<file path="src/hw/rtl/oerc_ram.sv">
// Generic single-write, single-read RAM with registered read data.
`default_nettype none

module oerc_ram #(
  parameter int unsigned Width = 8,
  parameter int unsigned Depth = 64
) (
  input  wire logic                     clk_i,
  input  wire logic                     we_i,
  input  wire logic [$clog2(Depth)-1:0] waddr_i,
  input  wire logic [Width-1:0]         wdata_i,
  input  wire logic                     re_i,
  input  wire logic [$clog2(Depth)-1:0] raddr_i,
  output logic      [Width-1:0]         rdata_o
);

  logic [Width-1:0] mem_q [Depth];

  always_ff @(posedge clk_i) begin
    if (we_i) begin
      mem_q[waddr_i] <= wdata_i;
    end
  end

  always_ff @(posedge clk_i) begin
    if (re_i) begin
      rdata_o <= mem_q[raddr_i];
    end
  end

endmodule

`default_nettype wire

</file>
<file path="config.mk">
export PLATFORM = sky130hd
export DESIGN_NAME = oerc_ram
export DESIGN_NICKNAME = d
export VERILOG_FILES = /design/src/hw/rtl/oerc_ram.sv
export SDC_FILE = /design/constraint.sdc
export NUM_CORES = 1
export LEC_CHECK = 0
export BUFFER_PORTS_ARGS = -buffer_cell sky130_fd_sc_hd__clkbuf_2
export CORE_ASPECT_RATIO = 0.5
export CORE_MARGIN = 2
export CORE_UTILIZATION = 40
export CTS_CLUSTER_DIAMETER = 100
export DETAILED_ROUTE_END_ITERATION = 12
export HOLD_SLACK_MARGIN = 0.1
export PLACE_DENSITY = 0.65
export SYNTH_ARGS = -nofsm -noshare
export SYNTH_HDL_FRONTEND = slang
export SYNTH_SLANG_ARGS = --single-unit
</file>
<file path="constraint.sdc">
create_clock -name clk_i -period 2.7 [get_ports clk_i]
set_input_delay 0.54 -clock clk_i [delete_from_list [all_inputs] [get_ports clk_i]]
set_output_delay 0.54 -clock clk_i [all_outputs]
set_load 0.02 [all_outputs]
</file>
==> results of run 1 <==
-- cell type report --
class                   count  share of cell area (%)
clock buffers              58                    5.33
well taps                 690                    3.66
repair buffers            168                    5.82
flip-flops and latches    520                    66.1
clock inverters            24                   0.810
multi-input cells         369                    18.3
-- metrics by stage --
step | instances | area [sq um] | setup TNS, ps | power (mW) | worst slack (ps)
global placement | 1747 | 22200 | -214 | 10.1 | -94.0
CTS | 1829 | 23600 | 0 | 16.4 | 457
finish | 1829 | 23600 | 0 | 16.3 | 469
detailed placement | 1747 | 22200 | -268 | 10.1 | -148
global route | 1829 | 23600 | 0 | 16.8 | 418
floorplan | 940 | 20200 | 0 | 9.63 | 354
-- state kept, by name (all words and copies together) (netlist names) --
name     cells
rdata_o      8
mem_q      512
-- where the power goes --
group,leakage [nW],switching (mW),internal [mW]
clock network,0.705,2.81,3.59
logic,2.17,0.545,0.379
registers,4.69,0.0263,8.95
total,7.56,3.38,12.9
-- kinds of logic after synthesis --
family                 after synthesis  synth area share (%)
AND/OR/NAND/NOR                    153                  3.37
flip-flops                         520                  77.1
multiplexers                       162                  15.9
AO/OA/AOI/OAI                       54                  2.06
buffers and inverters               51                  1.56
-- path summary, 6_finish.rpt --
check / start / endpoint / slack (ps) / depth (start not counted)
worst max-delay path: raddr_i[0] / rdata_o[6] / 470 / 7
worst min-delay path: re_i / rdata_o[0] / 340 / 1
worst max register to register: mem_q[28][6] / rdata_o[6] / 580 / 5
worst min register to register: mem_q[23][0] / rdata_o[0] / 900 / 4
-- layer usage --
| layer | GRT usage [%] | vias to the layer above |
|---|---|---|
| li1 | - | 4257 |
| met1 | 24.9 | 5276 |
| met2 | 28.9 | 439 |
| met3 | 3.09 | 79 |
| met4 | 5.76 | 0 |
| met5 | 0 | - |
-- layout by cell type, fill, tap and decap left out, types with 7 or more instances in the layout --
| cell type | count |
|---|---|
| nor3_1 | 7 |
| mux4_2 | 126 |
| o22ai_1 | 8 |
| clkbuf_2 | 27 |
| nand3_1 | 13 |
| buf_4 | 126 |
| nand2_1 | 19 |
| clkbuf_16 | 49 |
| nand2b_1 | 7 |
| buf_12 | 14 |
| clkbuf_1 | 9 |
| mux2_2 | 13 |
| nor2_1 | 83 |
| nor2b_1 | 14 |
| mux2i_1 | 23 |
| clkinv_1 | 12 |
| edfxtp_1 | 520 |
| o221ai_1 | 8 |
-- critical path, stage by stage --
cell,delay (ps)
clkbuf_8,270
buf_4,200
mux4_2,520
mux2_2,290
o221a_2,280
nor3_1,310
o32ai_1,130
==> flow_metrics.env, run 1 <==
export IMPL_cp_start_kind="primary input"
export IMPL_cts_clk_slew_worst_paths_ps=70
export IMPL_routed_wl_mm=46.3
export IMPL_hold_slack_ps=341
export IMPL_wl_per_cell_um=25.3
export IMPL_place_congestion=0.821
export IMPL_numCtsBuffers=48
export IMPL_num_vias=10100
export IMPL_synth_seq_cells=520
export IMPL_route_met3_wl_mm=3.48
export IMPL_clock_sinks=520
export IMPL_max_freq_mhz=448
export IMPL_yosysTopAreaCellShare_pct=77.1
export IMPL_netlist_area_sq_um=20200
export IMPL_core_sq_um=50100
export IMPL_synth_enable_flop_cells=520
export IMPL_top_layer="met4"
export IMPL_wl_met1_mm=19.1
export IMPL_crit_required_ps=3010
export IMPL_hpwl_mm=29.4
export IMPL_io_buffers=30
export IMPL_grt_overflow=0
export IMPL_setup_viol=0
export IMPL_yosysMostFrequentCell="edfxtp_1"
export IMPL_layout_area_seq_sq_um=15600
export IMPL_die_h_um=163
export IMPL_grt_usage_pct=17.8
export IMPL_cts_max_level=2
export IMPL_cellLeakagePower_nw=7.56
export IMPL_hp_class="in2reg"
export IMPL_finalCriticalPeriod_ps=2230
export IMPL_worst_pin_slew_ps=837
export IMPL_rows=58
export IMPL_cts_tree="built"
export IMPL_finalNetCount=1130
export IMPL_die_area_sq_um=52500
export IMPL_synthCells=940
export IMPL_grt_max_degree=65
export IMPL_ys_types=39
export IMPL_drv_cap=0
export IMPL_endpoint_kind="flop"
export IMPL_grt_pass1_wl_mm=68.0
export IMPL_syn_avg_cell_area_sq_um=21.5
export IMPL_async_flop_share_pct=0
export IMPL_cts_resized=0
export IMPL_synth_ff_type="edfxtp_1"
export IMPL_syn_nets=963
export IMPL_initial_core_util_pct=40.4
export IMPL_io_pins=31
export IMPL_grt_pass1_vias=10300
export IMPL_ant_nets=0
export IMPL_fill_cells=4047
export IMPL_viasPerCell=5.50
export IMPL_cts_root_buf="clkbuf_16"
export IMPL_drive_above_1_share_pct=32.5
export IMPL_first_pass_iters=5
export IMPL_powerDensity_nw_per_um2=690
export IMPL_initialDrtViolationCount=1352
export IMPL_syn_to_final_growth_pct=16.7
export IMPL_ys_seq_area_share_pct=77.1
export IMPL_multiInputGateArea_sq_um=4320
export IMPL_antenna_cells=0
export IMPL_slew_violations=0
export IMPL_critPathKind="in2reg"
export IMPL_irDropWorstVdd_mv=0.369
export IMPL_synth_top_cells_by_area="edfxtp_1 77%, mux4_2 14%, nor2_1 1.5%, mux2i_1 1.1%, mux2_2 0.72%"
export IMPL_postCtsHoldBufs=0
export IMPL_clock_path_buffers=3
export IMPL_worstSkewPairLatency_ps=570
export IMPL_period_share_pct=82.6
export IMPL_relSlewSlack_pct=44.2
export IMPL_yosysTopAreaCell="edfxtp_1"
export IMPL_fin_util_pct=47.1
export IMPL_die_x_um=322
export IMPL_fin_worst_skew_ps=23.4
export IMPL_yosys_warnings=0
export IMPL_cts_setup_buffers=0
export IMPL_cp_max_fo=15
export IMPL_drc=0
export IMPL_grt_antenna_before_repair=0
export IMPL_arrival_ps=2540
export IMPL_status="finished, final reports clean"
export IMPL_synthTopCellsByCount="520 x edfxtp_1, 126 x mux4_2, 83 x nor2_1, 23 x mux2i_1, 19 x nand2_1"
export IMPL_wl_met2_mm=22.3
export IMPL_hold_viol=0
export IMPL_rsz0062_at_grt="false"
Note: power is estimated with default switching activity, not from simulation.
==> run 2, diff against run 1 <==
--- a/config.mk
+++ b/config.mk
@@ -12,7 +12,7 @@
 export CTS_CLUSTER_DIAMETER = 100
 export DETAILED_ROUTE_END_ITERATION = 12
 export HOLD_SLACK_MARGIN = 0.1
-export PLACE_DENSITY = 0.65
+export PLACE_DENSITY = 0.67
 export SYNTH_ARGS = -nofsm -noshare
 export SYNTH_HDL_FRONTEND = slang
 export SYNTH_SLANG_ARGS = --single-unit
==> constraint.sdc (replaced) <==
create_clock -name clk_i -period 1.9 [get_ports clk_i]
set_input_delay 0.38 -clock clk_i [delete_from_list [all_inputs] [get_ports clk_i]]
set_output_delay 0.38 -clock clk_i [all_outputs]
set_load 0.02 [all_outputs]
==> flow_metrics.env, run 2 (synthesis gave the netlist of run 1 again) <==
export IMPL_cts_setup_buffers=0
export IMPL_die_h_um=163
export IMPL_grt_pass1_vias=10500
export IMPL_worst_pin_slew_ps=778
export IMPL_cp_start_kind="flop"
export IMPL_initial_core_util_pct=40.4
export IMPL_violations="setup timing"
export IMPL_r2r_end="rdata_o[4]"
export IMPL_largest_register_ffs=512
export IMPL_reg2reg_depth=6
export IMPL_first_pass_iters=5
export IMPL_die_area_sq_um=52500
export IMPL_syn_to_final_growth_pct=18.6
export IMPL_max_flop_register="mem_q"
export IMPL_crit_family="multiplexers"
export IMPL_cts_clk_slew_worst_paths_ps=70
export IMPL_layout_commonest_cell="edfxtp_1"
export IMPL_hpwl_mm=29.5
export IMPL_setup_tns_ps=-316
export IMPL_period_share_pct=108
export IMPL_initialDrtViolationCount=1045
export IMPL_place_congestion=0.846
export IMPL_design_power_total_mw=23.1
export IMPL_die_x_um=322
export IMPL_cp_slowest_stage_delay_ps=470
export IMPL_rows=58
export IMPL_fill_cells=4015
export IMPL_core_sq_um=50100
export IMPL_crit_required_ps=2200
export IMPL_rsz0062_at_grt="true"
export IMPL_wl_per_cell_um=24.7
export IMPL_grt_usage_pct=17.8
export IMPL_worstSkewPairLatency_ps=580
export IMPL_final_area_sq_um=24000
export IMPL_mostFrequentLayoutCells="520 x edfxtp_1, 162 x buf_4, 126 x mux4_2"
export IMPL_antenna_cells=0
export IMPL_clock_sinks=520
export IMPL_cts_max_level=2
export IMPL_startpoint="mem_q[24][4]"
export IMPL_num_vias=10300
export IMPL_slew_violations=0
export IMPL_irDropWorstVdd_mv=0.682
export IMPL_finalNonFillerCells=1871
export IMPL_relSlewSlack_pct=48.2
export IMPL_routed_wl_mm=46.2
export IMPL_grt_antenna_before_repair=0
export IMPL_placed_area_sq_um=22400
export IMPL_arrival_ps=2350
export IMPL_fin_util_pct=47.9
export IMPL_top_regs="mem_q: 512 flops, rdata_o: 8 flops"
export IMPL_cts_tree="built"
export IMPL_cp_max_fo=1
export IMPL_drv_cap=0
export IMPL_reg2reg_from="mem_q[24][4]"
export IMPL_grt_pass1_wl_mm=68.9
export IMPL_grt_overflow=0
export IMPL_r2r_slack_ps=-160
export IMPL_pre_cts_slack_ps=-739
export IMPL_grt_max_degree=65
export IMPL_fin_worst_skew_ps=30.8
export IMPL_crit_end="rdata_o[4]"
export IMPL_layout_area_seq_sq_um=15600
export IMPL_clock_path_buffers=3
export IMPL_powerDensity_nw_per_um2=962
export IMPL_io_buffers=30
export IMPL_hold_viol=0
export IMPL_hold_slack_ps=169
export IMPL_drc=0
export IMPL_finalNetCount=1166
export IMPL_max_freq_mhz=486
export IMPL_endpoint_kind="flop"
export IMPL_status="finished with violations"
export IMPL_drive_above_1_share_pct=35.6
export IMPL_viasPerCell=5.51
export IMPL_cts_root_buf="clkbuf_16"
export IMPL_hp_class="in2reg"
export IMPL_critical_path_buf_inv_count=1
export IMPL_setup_viol=4
export IMPL_io_pins=31
export IMPL_numCtsBuffers=49
export IMPL_multiInputGateArea_sq_um=4440
export IMPL_critPathKind="reg2reg"
export IMPL_final_setup_worst_slack_ps=-156
export IMPL_slowest_stage="mux4_2"
export IMPL_dp_cells=1782
export IMPL_cellLeakagePower_nw=7.77
export IMPL_ant_nets=0
export IMPL_worstSetupPathDepth=6
export IMPL_finalCriticalPeriod_ps=2060
export IMPL_cp_cell_sequence="mux4_2, mux2_2, o221a_2, nor3_2, buf_4, o32ai_1"
==> run 2: worst reg2reg max path: stages (launching register included) <==
cell and delay, ps:
edfxtp_1 380, mux4_2 470, mux2_2 290, o221a_2 270
nor3_2 130, buf_4 160, o32ai_1 80
==> run 2: report_power, final <==
group	switching (mW)	total [mW]	internal, mW
clock network	4.07	8.94	4.87
registers	0.0376	12.8	12.7
logic	0.796	1.39	0.598
==> run 2: worst min path at each step <==
stage               startpoint     endpoint  slack [ps]  depth (start not counted)
detailed placement        re_i   rdata_o[6]         760                          1
global route              re_i   rdata_o[2]         180                          1
global placement          re_i   rdata_o[4]         760                          1
finish                    re_i   rdata_o[2]         170                          1
CTS                       re_i   rdata_o[2]         160                          1
floorplan           wdata_i[0]  mem_q[0][0]         480                          0
==> run 2: routing by layer <==
metal	wire, um	vias up	GRT usage (%)
met3	3290	80	2.89
li1	-	4348	-
met5	0	-	0
met4	1210	0	5.10
met1	19100	5459	24.6
met2	22600	414	29.5
==> run 2: repair_timing <==
| item | 4_1_cts | 5_1_grt |
|---|---|---|
| hold buffers | 0 | 0 |
| cloned | 0 | 1 |
| resized for setup | 17 | 11 |
| pin swaps | 2 | 5 |
| endpoints found under the setup margin | 8 | 8 |
==> run 2: final cells by class <==
| cell class | instances | share of cell area, % |
|---|---|---|
| clock inverter | 30 | 0.589 |
| multi-input combinational | 369 | 18.5 |
| tap | 690 | 3.60 |
| sequential | 520 | 65.1 |
| clock buffer | 59 | 5.44 |
| timing repair buffer | 203 | 6.83 |
